**config.mk**
```make
export PLATFORM = sky130hd
export DESIGN_NAME = humidity_sensor_frame_converter_unit
export DESIGN_NICKNAME = d
export VERILOG_FILES = /design/src/hsfc_pkg.sv /design/src/hsfc_crc8.sv /design/src/hsfc_convert.sv /design/src/humidity_sensor_frame_converter_unit.sv
export VERILOG_INCLUDE_DIRS = /design/src /design/src/src
export SDC_FILE = /design/constraint.sdc
export NUM_CORES = 1
export LEC_CHECK = 0
export ABC_AREA = 1
export BUFFER_PORTS_ARGS = -buffer_cell sky130_fd_sc_hd__buf_2
export CAP_MARGIN = 30
export CORE_MARGIN = 2
export CORE_UTILIZATION = 40
export CTS_BUF_LIST = sky130_fd_sc_hd__clkbuf_4 sky130_fd_sc_hd__clkbuf_8
export DETAILED_ROUTE_END_ITERATION = 12
export GPL_ROUTABILITY_DRIVEN = 0
export PLACE_DENSITY = 0.6
export SYNTH_ARGS = -nofsm -noshare
export SYNTH_HDL_FRONTEND = slang
export SYNTH_SLANG_ARGS = --single-unit
export TNS_END_PERCENT = 10
```
**constraint.sdc**
```tcl
create_clock -name clk -period 10.55 [get_ports clk]
set_input_delay 1.5825 -clock clk [delete_from_list [all_inputs] [get_ports clk]]
set_output_delay 1.5825 -clock clk [all_outputs]
set_load 0.005 [all_outputs]
```
**src/humidity_sensor_frame_converter_unit_macros.svh**
```systemverilog
// Assertion macros for the humidity sensor frame converter
`ifndef HUMIDITY_SENSOR_FRAME_CONVERTER_UNIT_MACROS_SVH
`define HUMIDITY_SENSOR_FRAME_CONVERTER_UNIT_MACROS_SVH

// same-cycle implication
`define HSFC_ASSERT_NOW(label, clk, rst_n, ante, cons, msg) \
  label: assert property (@(posedge clk) disable iff (!rst_n) (ante) |-> (cons)) \
    else $error(msg);

// next-cycle implication
`define HSFC_ASSERT_NEXT(label, clk, rst_n, ante, cons, msg) \
  label: assert property (@(posedge clk) disable iff (!rst_n) (ante) |=> (cons)) \
    else $error(msg);

`endif

```
**src/hsfc_pkg.sv**
```systemverilog
// Shared types and constants of the humidity sensor frame converter
package hsfc_pkg;

  typedef enum logic [1:0] {
    ST_OK      = 2'd0,
    ST_CRC_ERR = 2'd1,
    ST_NO_TEMP = 2'd2
  } status_t;

  localparam logic KIND_TEMP = 1'b0;
  localparam logic KIND_HUM  = 1'b1;

  localparam logic [7:0]  CRC_POLY     = 8'h31;
  localparam logic [7:0]  CRC_MSB_MASK = 8'h80;
  localparam logic [7:0]  STATUS_MASK  = 8'hFC;

  localparam logic [14:0] TEMP_SCALE   = 15'd17572;
  localparam logic signed [15:0] TEMP_OFFSET = 16'sd4685;
  localparam logic [13:0] HUM_SCALE    = 14'd12500;
  localparam logic signed [16:0] HUM_OFFSET  = 17'sd600;
  localparam logic signed [15:0] TEMP_REF    = 16'sd2500;
  localparam logic signed [31:0] HUM_TCOMP   = 32'sd9830;
  localparam logic signed [16:0] HUM_MAX     = 17'sd10000;
  localparam logic signed [14:0] TEMP_RESET  = 15'sd2500;

  typedef struct packed {
    status_t            status;
    logic               kind;
    logic signed [14:0] value;
    logic [15:0]        raw_code;
  } result_t;

  typedef struct packed {
    logic               load;
    logic               valid;
    logic signed [14:0] temp;
  } temp_upd_t;

endpackage

```
**src/hsfc_crc8.sv**
```systemverilog
// CRC-8 (polynomial 0x31, zero init) over the two data bytes
module hsfc_crc8
  import hsfc_pkg::*;
(
  input  logic [7:0] msb_i,
  input  logic [7:0] lsb_i,
  output logic [7:0] crc_o
);

  function automatic logic [7:0] crc_byte(input logic [7:0] crc_in, input logic [7:0] data);
    logic [7:0] c;
    c = crc_in ^ data;
    for (int k = 0; k < 8; k++) begin
      if ((c & CRC_MSB_MASK) != 8'h00) begin
        c = {c[6:0], 1'b0} ^ CRC_POLY;
      end else begin
        c = {c[6:0], 1'b0};
      end
    end
    return c;
  endfunction

  assign crc_o = crc_byte(crc_byte(8'h00, msb_i), lsb_i);

endmodule

```
**src/hsfc_convert.sv**
```systemverilog
// Code conversion to hundredths, humidity compensation and status selection
module hsfc_convert
  import hsfc_pkg::*;
(
  input  logic               kind_i,
  input  logic [7:0]         msb_i,
  input  logic [7:0]         lsb_i,
  input  logic               crc_ok_i,
  input  logic signed [14:0] temp_i,
  input  logic               temp_valid_i,
  output result_t            res_o,
  output temp_upd_t          upd_o
);

  logic [15:0]        code;
  logic [30:0]        t_prod;
  logic signed [15:0] t_val;
  logic [29:0]        h_prod;
  logic signed [15:0] t_diff;
  logic signed [31:0] c_prod;
  logic signed [16:0] h_sum;
  logic signed [14:0] h_val;

  assign code   = {msb_i, lsb_i & STATUS_MASK};
  assign t_prod = 31'(TEMP_SCALE) * 31'(code);
  assign t_val  = $signed({1'b0, t_prod[30:16]}) - TEMP_OFFSET;
  assign h_prod = 30'(HUM_SCALE) * 30'(code);
  assign t_diff = 16'(temp_i) - TEMP_REF;
  assign c_prod = 32'(t_diff) * HUM_TCOMP;
  assign h_sum  = $signed({3'b000, h_prod[29:16]}) - HUM_OFFSET
                + 17'($signed(c_prod[31:16]));

  always_comb begin
    if (h_sum < 17'sd0) begin
      h_val = 15'sd0;
    end else if (h_sum > HUM_MAX) begin
      h_val = HUM_MAX[14:0];
    end else begin
      h_val = h_sum[14:0];
    end
  end

  always_comb begin
    res_o.kind     = kind_i;
    res_o.raw_code = code;
    res_o.status   = ST_OK;
    res_o.value    = 15'sd0;
    upd_o.load     = 1'b0;
    upd_o.valid    = 1'b0;
    upd_o.temp     = t_val[14:0];
    if (!crc_ok_i) begin
      res_o.status = ST_CRC_ERR;
      upd_o.load   = (kind_i == KIND_TEMP);
    end else if (kind_i == KIND_TEMP) begin
      res_o.value = t_val[14:0];
      upd_o.load  = 1'b1;
      upd_o.valid = 1'b1;
    end else if (!temp_valid_i) begin
      res_o.status = ST_NO_TEMP;
    end else begin
      res_o.value = h_val;
    end
  end

endmodule

```
**src/humidity_sensor_frame_converter_unit.sv**
```systemverilog
// Top level of the humidity sensor frame converter
// Takes one sensor reply per transaction and returns one converted result per reply.
// A reply is registered, checked and converted in the next cycle, and the result waits in
// an output register, so one reply can be taken every cycle while the result side keeps up.
// The stored temperature used for humidity compensation is the one from the latest
// temperature reply ahead of it; a temperature reply with a bad CRC clears it until the
// next good one. Reset needs no clearing pass.
`include "humidity_sensor_frame_converter_unit_macros.svh"

module humidity_sensor_frame_converter_unit
  import hsfc_pkg::*;
(
  input  logic        clk,
  input  logic        rst_n,
  input  logic        in_tvalid,
  output logic        in_tready,
  input  logic [23:0] in_tdata,   // msb_byte[7:0], lsb_byte[15:8], check_byte[23:16]
  input  logic        in_tuser,   // kind[0]
  output logic        out_tvalid,
  input  logic        out_tready,
  output logic [39:0] out_tdata,  // status[1:0], value[16:2], raw_code[32:17], zero[39:33]
  output logic        out_tuser   // kind_out[0]
);

  logic               s1_valid_r, s1_valid_nxt;
  logic               s1_kind_r;
  logic [7:0]         s1_msb_r, s1_lsb_r, s1_chk_r;
  logic               out_valid_r, out_valid_nxt;
  result_t            out_res_r;
  logic signed [14:0] temp_r;
  logic               temp_valid_r;

  logic               s2_ready;
  logic               s1_adv;
  logic               in_acc;
  logic [7:0]         crc;
  result_t            res;
  temp_upd_t          upd;

  assign s2_ready  = !out_valid_r || out_tready;
  assign in_tready = !s1_valid_r || s2_ready;
  assign in_acc    = in_tvalid && in_tready;
  assign s1_adv    = s1_valid_r && s2_ready;

  always_comb begin
    s1_valid_nxt = s1_valid_r;
    if (in_acc) begin
      s1_valid_nxt = 1'b1;
    end else if (s1_adv) begin
      s1_valid_nxt = 1'b0;
    end
    out_valid_nxt = out_valid_r;
    if (s2_ready) begin
      out_valid_nxt = s1_valid_r;
    end
  end

  hsfc_crc8 u_crc (
    .msb_i (s1_msb_r),
    .lsb_i (s1_lsb_r),
    .crc_o (crc)
  );

  hsfc_convert u_conv (
    .kind_i       (s1_kind_r),
    .msb_i        (s1_msb_r),
    .lsb_i        (s1_lsb_r),
    .crc_ok_i     (crc == s1_chk_r),
    .temp_i       (temp_r),
    .temp_valid_i (temp_valid_r),
    .res_o        (res),
    .upd_o        (upd)
  );

  always_ff @(posedge clk) begin
    if (!rst_n) begin
      s1_valid_r   <= 1'b0;
      out_valid_r  <= 1'b0;
      temp_r       <= TEMP_RESET;
      temp_valid_r <= 1'b0;
    end else begin
      s1_valid_r  <= s1_valid_nxt;
      out_valid_r <= out_valid_nxt;
      if (s1_adv && upd.load) begin
        temp_valid_r <= upd.valid;
        if (upd.valid) begin
          temp_r <= upd.temp;
        end
      end
    end
  end

  always_ff @(posedge clk) begin
    if (in_acc) begin
      s1_kind_r <= in_tuser;
      s1_msb_r  <= in_tdata[7:0];
      s1_lsb_r  <= in_tdata[15:8];
      s1_chk_r  <= in_tdata[23:16];
    end
    if (s1_adv) begin
      out_res_r <= res;
    end
  end

  assign out_tvalid = out_valid_r;
  assign out_tuser  = out_res_r.kind;
  assign out_tdata  = {7'd0, out_res_r.raw_code, out_res_r.value, out_res_r.status};

  `HSFC_ASSERT_NOW(a_err_zero, clk, rst_n, out_valid_r && out_res_r.status != ST_OK,
    out_res_r.value == 15'sd0, "nonzero value on an error result")

  `HSFC_ASSERT_NOW(a_hum_range, clk, rst_n, out_valid_r && out_res_r.kind == KIND_HUM,
    out_res_r.value >= 15'sd0 && out_res_r.value <= HUM_MAX[14:0], "humidity out of range")

  `HSFC_ASSERT_NOW(a_code_mask, clk, rst_n, out_valid_r, out_res_r.raw_code[1:0] == 2'b00,
    "status bits not cleared in raw code")

  `HSFC_ASSERT_NEXT(a_temp_load, clk, rst_n,
    s1_adv && s1_kind_r == KIND_TEMP && crc == s1_chk_r,
    temp_valid_r && temp_r == out_res_r.value, "stored temperature not updated")

endmodule

```
==> impl_metrics.prom <==
# TYPE chip_impl_metric gauge
chip_impl_info{name="status",value="complete, no violations"} 1
chip_impl_metric{name="avgSynthCellArea",unit="um2"} 8.05
chip_impl_info{name="synth_area_leader_cell",value="ha_1"} 1
chip_impl_metric{name="clock.fmax",unit="MHz"} 114
chip_impl_metric{name="synth_seq_area_share",unit="%"} 14.3
chip_impl_metric{name="timing.clock.skew",unit="ns"} 0.0169
chip_impl_metric{name="non_filler_cells_in_the_finished_layout",unit=""} 2342
chip_impl_metric{name="crit_required",unit="ns"} 10.70
chip_impl_info{name="hp-start",value="temp_r[3]"} 1
chip_impl_info{name="worst_hold_path_type",value="reg2reg"} 1
chip_impl_metric{name="port_buffers",unit=""} 62
chip_impl_info{name="critPathCapture",value="out_tdata[10]"} 1
chip_impl_metric{name="setup-tns-final",unit="ns"} 0
chip_impl_metric{name="cts_buffer_depth",unit=""} 2
chip_impl_info{name="synth_top_family_by_area",value="adder cells"} 1
chip_impl_metric{name="number_of_hold_violations_in_the_final_report",unit=""} 0
chip_impl_metric{name="detail_route.wirelength",unit="mm"} 34.3
chip_impl_metric{name="multiplexer_area_fraction_after_synthesis",unit="%"} 0.0689
chip_impl_metric{name="synth_simple_gate_area_share",unit="%"} 19.5
chip_impl_metric{name="synthToLayoutAreaGrowth",unit="%"} 7.33
chip_impl_info{name="worst_reg2reg_path_startpoint",value="temp_r[2]"} 1
chip_impl_metric{name="post_synth_num_cell_types",unit=""} 47
chip_impl_info{name="cts_tree",value="built"} 1
chip_impl_metric{name="post_drt_wl_per_cell",unit="um"} 14.7
chip_impl_metric{name="critical_path.max_fanout",unit=""} 7
chip_impl_metric{name="total_congestion_overflow_after_global_routing",unit=""} 0
chip_impl_metric{name="firstDrtPassIters",unit=""} 7
chip_impl_metric{name="multiInputGateArea",unit="um2"} 10800
chip_impl_metric{name="numClockSinks",unit=""} 75
chip_impl_info{name="setup.worst_path.end_class",value="flop"} 1
chip_impl_metric{name="vdd_drop_max",unit="mV"} 0.210
chip_impl_metric{name="final_period_minus_worst_setup_slack",unit="ns"} 8.80
chip_impl_metric{name="n_fill_cell",unit=""} 3630
chip_impl_metric{name="synth_area_in_adders",unit="%"} 43.5
chip_impl_metric{name="h-tree-depth",unit=""} 3
chip_impl_metric{name="worst-slew-pin-transition",unit="ns"} 0.875
chip_impl_metric{name="placement_rows",unit=""} 69
chip_impl_metric{name="initial_antenna_violation_count",unit=""} 0
chip_impl_info{name="critPathLaunch",value="temp_r[2]"} 1
chip_impl_metric{name="effective_utilization_at_floorplan",unit="%"} 40.7
chip_impl_metric{name="power_frac_seq",unit="%"} 10.4
chip_impl_metric{name="synth_compound_area_share",unit="%"} 6.54
chip_impl_metric{name="cts.hold.buffers_added",unit=""} 0
chip_impl_metric{name="power_frac_comb",unit="%"} 82.9
chip_impl_metric{name="finalInstanceArea",unit="um2"} 15600
chip_impl_metric{name="final_antenna_net_count",unit=""} 0
chip_impl_info{name="rsz_0062_raised_after_global_routing",value="false"} 1
chip_impl_metric{name="setup.reg_to_reg.worst_slack",unit="ns"} 1.75
chip_impl_metric{name="timing.final.crit_share",unit="%"} 83.4
chip_impl_metric{name="timing.slew.headroom",unit="%"} 41.5
chip_impl_info{name="start_kind",value="flop"} 1
chip_impl_metric{name="cts_made_buffers",unit=""} 9
chip_impl_metric{name="fp.dieArea",unit="um2"} 37800
chip_impl_metric{name="dr_total_vias",unit=""} 11536
chip_impl_metric{name="antenna-diode-count",unit=""} 0
chip_impl_metric{name="grt_pass1_vias",unit=""} 11941
chip_impl_metric{name="synth.cell_area",unit="um2"} 14500
chip_impl_metric{name="routed_via_density",unit=""} 4.93
chip_impl_metric{name="synth_async_sr_flop_share",unit="%"} 0
chip_impl_metric{name="intPower",unit="mW"} 1.39
chip_impl_metric{name="slew_violations",unit=""} 0
chip_impl_metric{name="chipWidth",unit="um"} 195
chip_impl_metric{name="p_switching",unit="mW"} 1.98
chip_impl_metric{name="yosys_register_bits",unit=""} 75
chip_impl_info{name="synthTopCellsByArea",value="ha_1, fa_1, edfxtp_1"} 1
chip_impl_metric{name="yosys_warns",unit=""} 0
chip_impl_info{name="r2r-end",value="out_tdata[10]"} 1
chip_impl_info{name="cpMaxStageDelayCell",value="xor2_1"} 1
chip_impl_info{name="cp_common_cell",value="nand2_1"} 1
chip_impl_metric{name="regArea",unit="um2"} 2070
chip_impl_metric{name="timing.critical_path.slowest_cell_delay",unit="ns"} 0.70
chip_impl_metric{name="min_path_cells",unit=""} 2
chip_impl_metric{name="groute.usage.overall",unit="%"} 18.7
chip_impl_metric{name="cts.clk_slew.worst_paths",unit="ns"} 0.10
chip_impl_metric{name="placed_cells_incl_taps",unit=""} 2326
chip_impl_metric{name="final_layout_size_suffix_gt1_share",unit="%"} 7.34
chip_impl_metric{name="ctsResizeCount",unit=""} 0
chip_impl_metric{name="r2r.worst_path.cells",unit=""} 36
chip_impl_metric{name="post_synth_inst_count",unit=""} 1804
chip_impl_info{name="ctsRootBufferMaster",value="clkbuf_8"} 1
chip_impl_metric{name="dpl-instance-area",unit="um2"} 15400
chip_impl_metric{name="dr_iter_0_viols",unit=""} 417
chip_impl_metric{name="power-per-cell-area",unit="nW/um2"} 217
chip_impl_metric{name="io_pins",unit=""} 72
chip_impl_metric{name="synth_edf_count",unit=""} 57
chip_impl_metric{name="timing.hold.ws",unit="ns"} 0.489
chip_impl_metric{name="dpl.hpwl",unit="mm"} 29.8
chip_impl_metric{name="cap_violations",unit=""} 0
chip_impl_metric{name="num-nets-final",unit=""} 2328
chip_impl_metric{name="grt_max_degree",unit=""} 29
chip_impl_metric{name="synth_top_area_share",unit="%"} 24.6
chip_impl_metric{name="die_y",unit="um"} 195
chip_impl_metric{name="grt_first_pass_wirelength",unit="mm"} 57.8
chip_impl_info{name="type_of_the_worst_setup_path",value="reg2reg"} 1
chip_impl_metric{name="post-cts-setup-buffer-count",unit=""} 0
chip_impl_metric{name="setup_viol_count_final",unit=""} 0
chip_impl_metric{name="total_leakage_power",unit="nW"} 9.03
chip_impl_metric{name="remaining_design_rule_violation_count",unit=""} 0
chip_impl_metric{name="yosys.area_share.xor_xnor",unit="%"} 4.64
chip_impl_metric{name="insertion_delay",unit="ns"} 0.38
chip_impl_metric{name="clock_power_share",unit="%"} 6.7
chip_impl_metric{name="arrival",unit="ns"} 8.95
chip_impl_info{name="yosys_most_used_dff",value="edfxtp_1"} 1
chip_impl_metric{name="floorplan.core_area",unit="um2"} 35700
chip_impl_metric{name="swShare",unit="%"} 58.7
[sequential cells by signal (all words and copies together), names as in the netlist]
signal        count
out_tdata        31
out_tuser         1
out_tvalid        1
s1_chk_r          8
s1_kind_r         1
s1_lsb_r          8
s1_msb_r          8
s1_valid_r        1
temp_r           15
temp_valid_r      1
[synthesized netlist by cell type, types with 6 or more instances]
master	count
o21ai_0	45
fa_1	137
inv_2	12
nand3_1	84
nand2_2	10
nand3b_1	10
o21bai_1	6
edfxtp_1	57
nand4_1	30
xor2_1	54
ha_1	286
nor3_1	13
nand3_2	11
nor2_1	86
inv_1	401
a21oi_1	100
dfxtp_1	18
nand2_1	355
nand2_4	9
buf_4	10
xnor2_1	23
[kinds of logic after synthesis]
kind of cell / after synthesis
buf+inv: 429
fa+ha+maj: 423
compound gates: 174
mux: 1
xor+xnor: 77
flops: 75
simple gates: 624
other cells: 1
[layout by cell type, fill, tap and decap left out, drive strengths merged, types with 3 or more instances in the layout]
cell type,n
fa,137
ha,286
o211ai,4
clkinv,5
o21bai,6
buf,67
inv,417
nand2,374
dfxtp,18
nor3,13
conb,9
nand3b,11
xnor2,23
nand4,30
o21ai,47
xor2,54
nor2,92
a21o,4
nor4,3
a21oi,100
edfxtp,57
o21a,3
nand3,96
clkbuf,9
[critical path, delay by kind of cell (launching register included)]
| family | cells | cell delay (ns) |
|---|---|---|
| xor gates and xnor gates | 3 | 1.19 |
| adders and majority gates | 9 | 3.75 |
| buffers and inverters | 5 | 0.35 |
| AOI/OAI and AO/OA | 6 | 1.10 |
| and+or+nand+nor | 13 | 1.77 |
| DFF | 1 | 0.39 |
[power groups by stage]
stage | Combinational [mW] | Clock (mW) | Sequential, mW
global route | 3.19 | 0.245 | 0.353
global placement | 2.77 | 0 | 0.358
finish | 2.80 | 0.227 | 0.351
detailed placement | 2.79 | 0 | 0.358
floorplan | 2.11 | 0 | 0.349
CTS | 2.81 | 0.235 | 0.351
[metrics by stage]
stage | setup WS (ns) | power, mW | util, %
floorplan | 1.91 | 2.46 | -
global placement | 1.95 | 3.13 | 43.1
detailed placement | 1.86 | 3.15 | 43.2
CTS | 1.80 | 3.40 | 43.7
global route | 1.17 | 3.79 | 43.7
finish | 1.75 | 3.38 | 43.7
[area by class of cell]
| type | count | area share (%) |
|---|---|---|
| Sequential cell | 75 | 13.3 |
| Tap cell | 461 | 3.70 |
| Clock buffer | 9 | 0.795 |
| Multi-Input combinational cell | 1308 | 69.4 |
| Clock inverter | 7 | 0.442 |
| Inverter | 415 | 9.99 |
| Timing Repair Buffer | 67 | 2.36 |
[how the worst min path moves through the flow]
stage	to	slack, ns
2_1_floorplan	out_tuser	0.42
3_3_place_gp	temp_r[3]	0.47
3_5_place_dp	temp_r[3]	0.47
4_1_cts	temp_r[12]	0.49
5_1_grt	temp_r[12]	0.51
6_report	temp_r[3]	0.49
[metal layers]
layer	vias up	track usage, %	wire (um)
li1	5869	-	-
met1	5465	23.9	15700
met2	166	33.9	17100
met3	36	2.05	1010
met4	0	4.36	545
met5	-	0	0
Note: power is estimated with default switching activity, not from simulation.
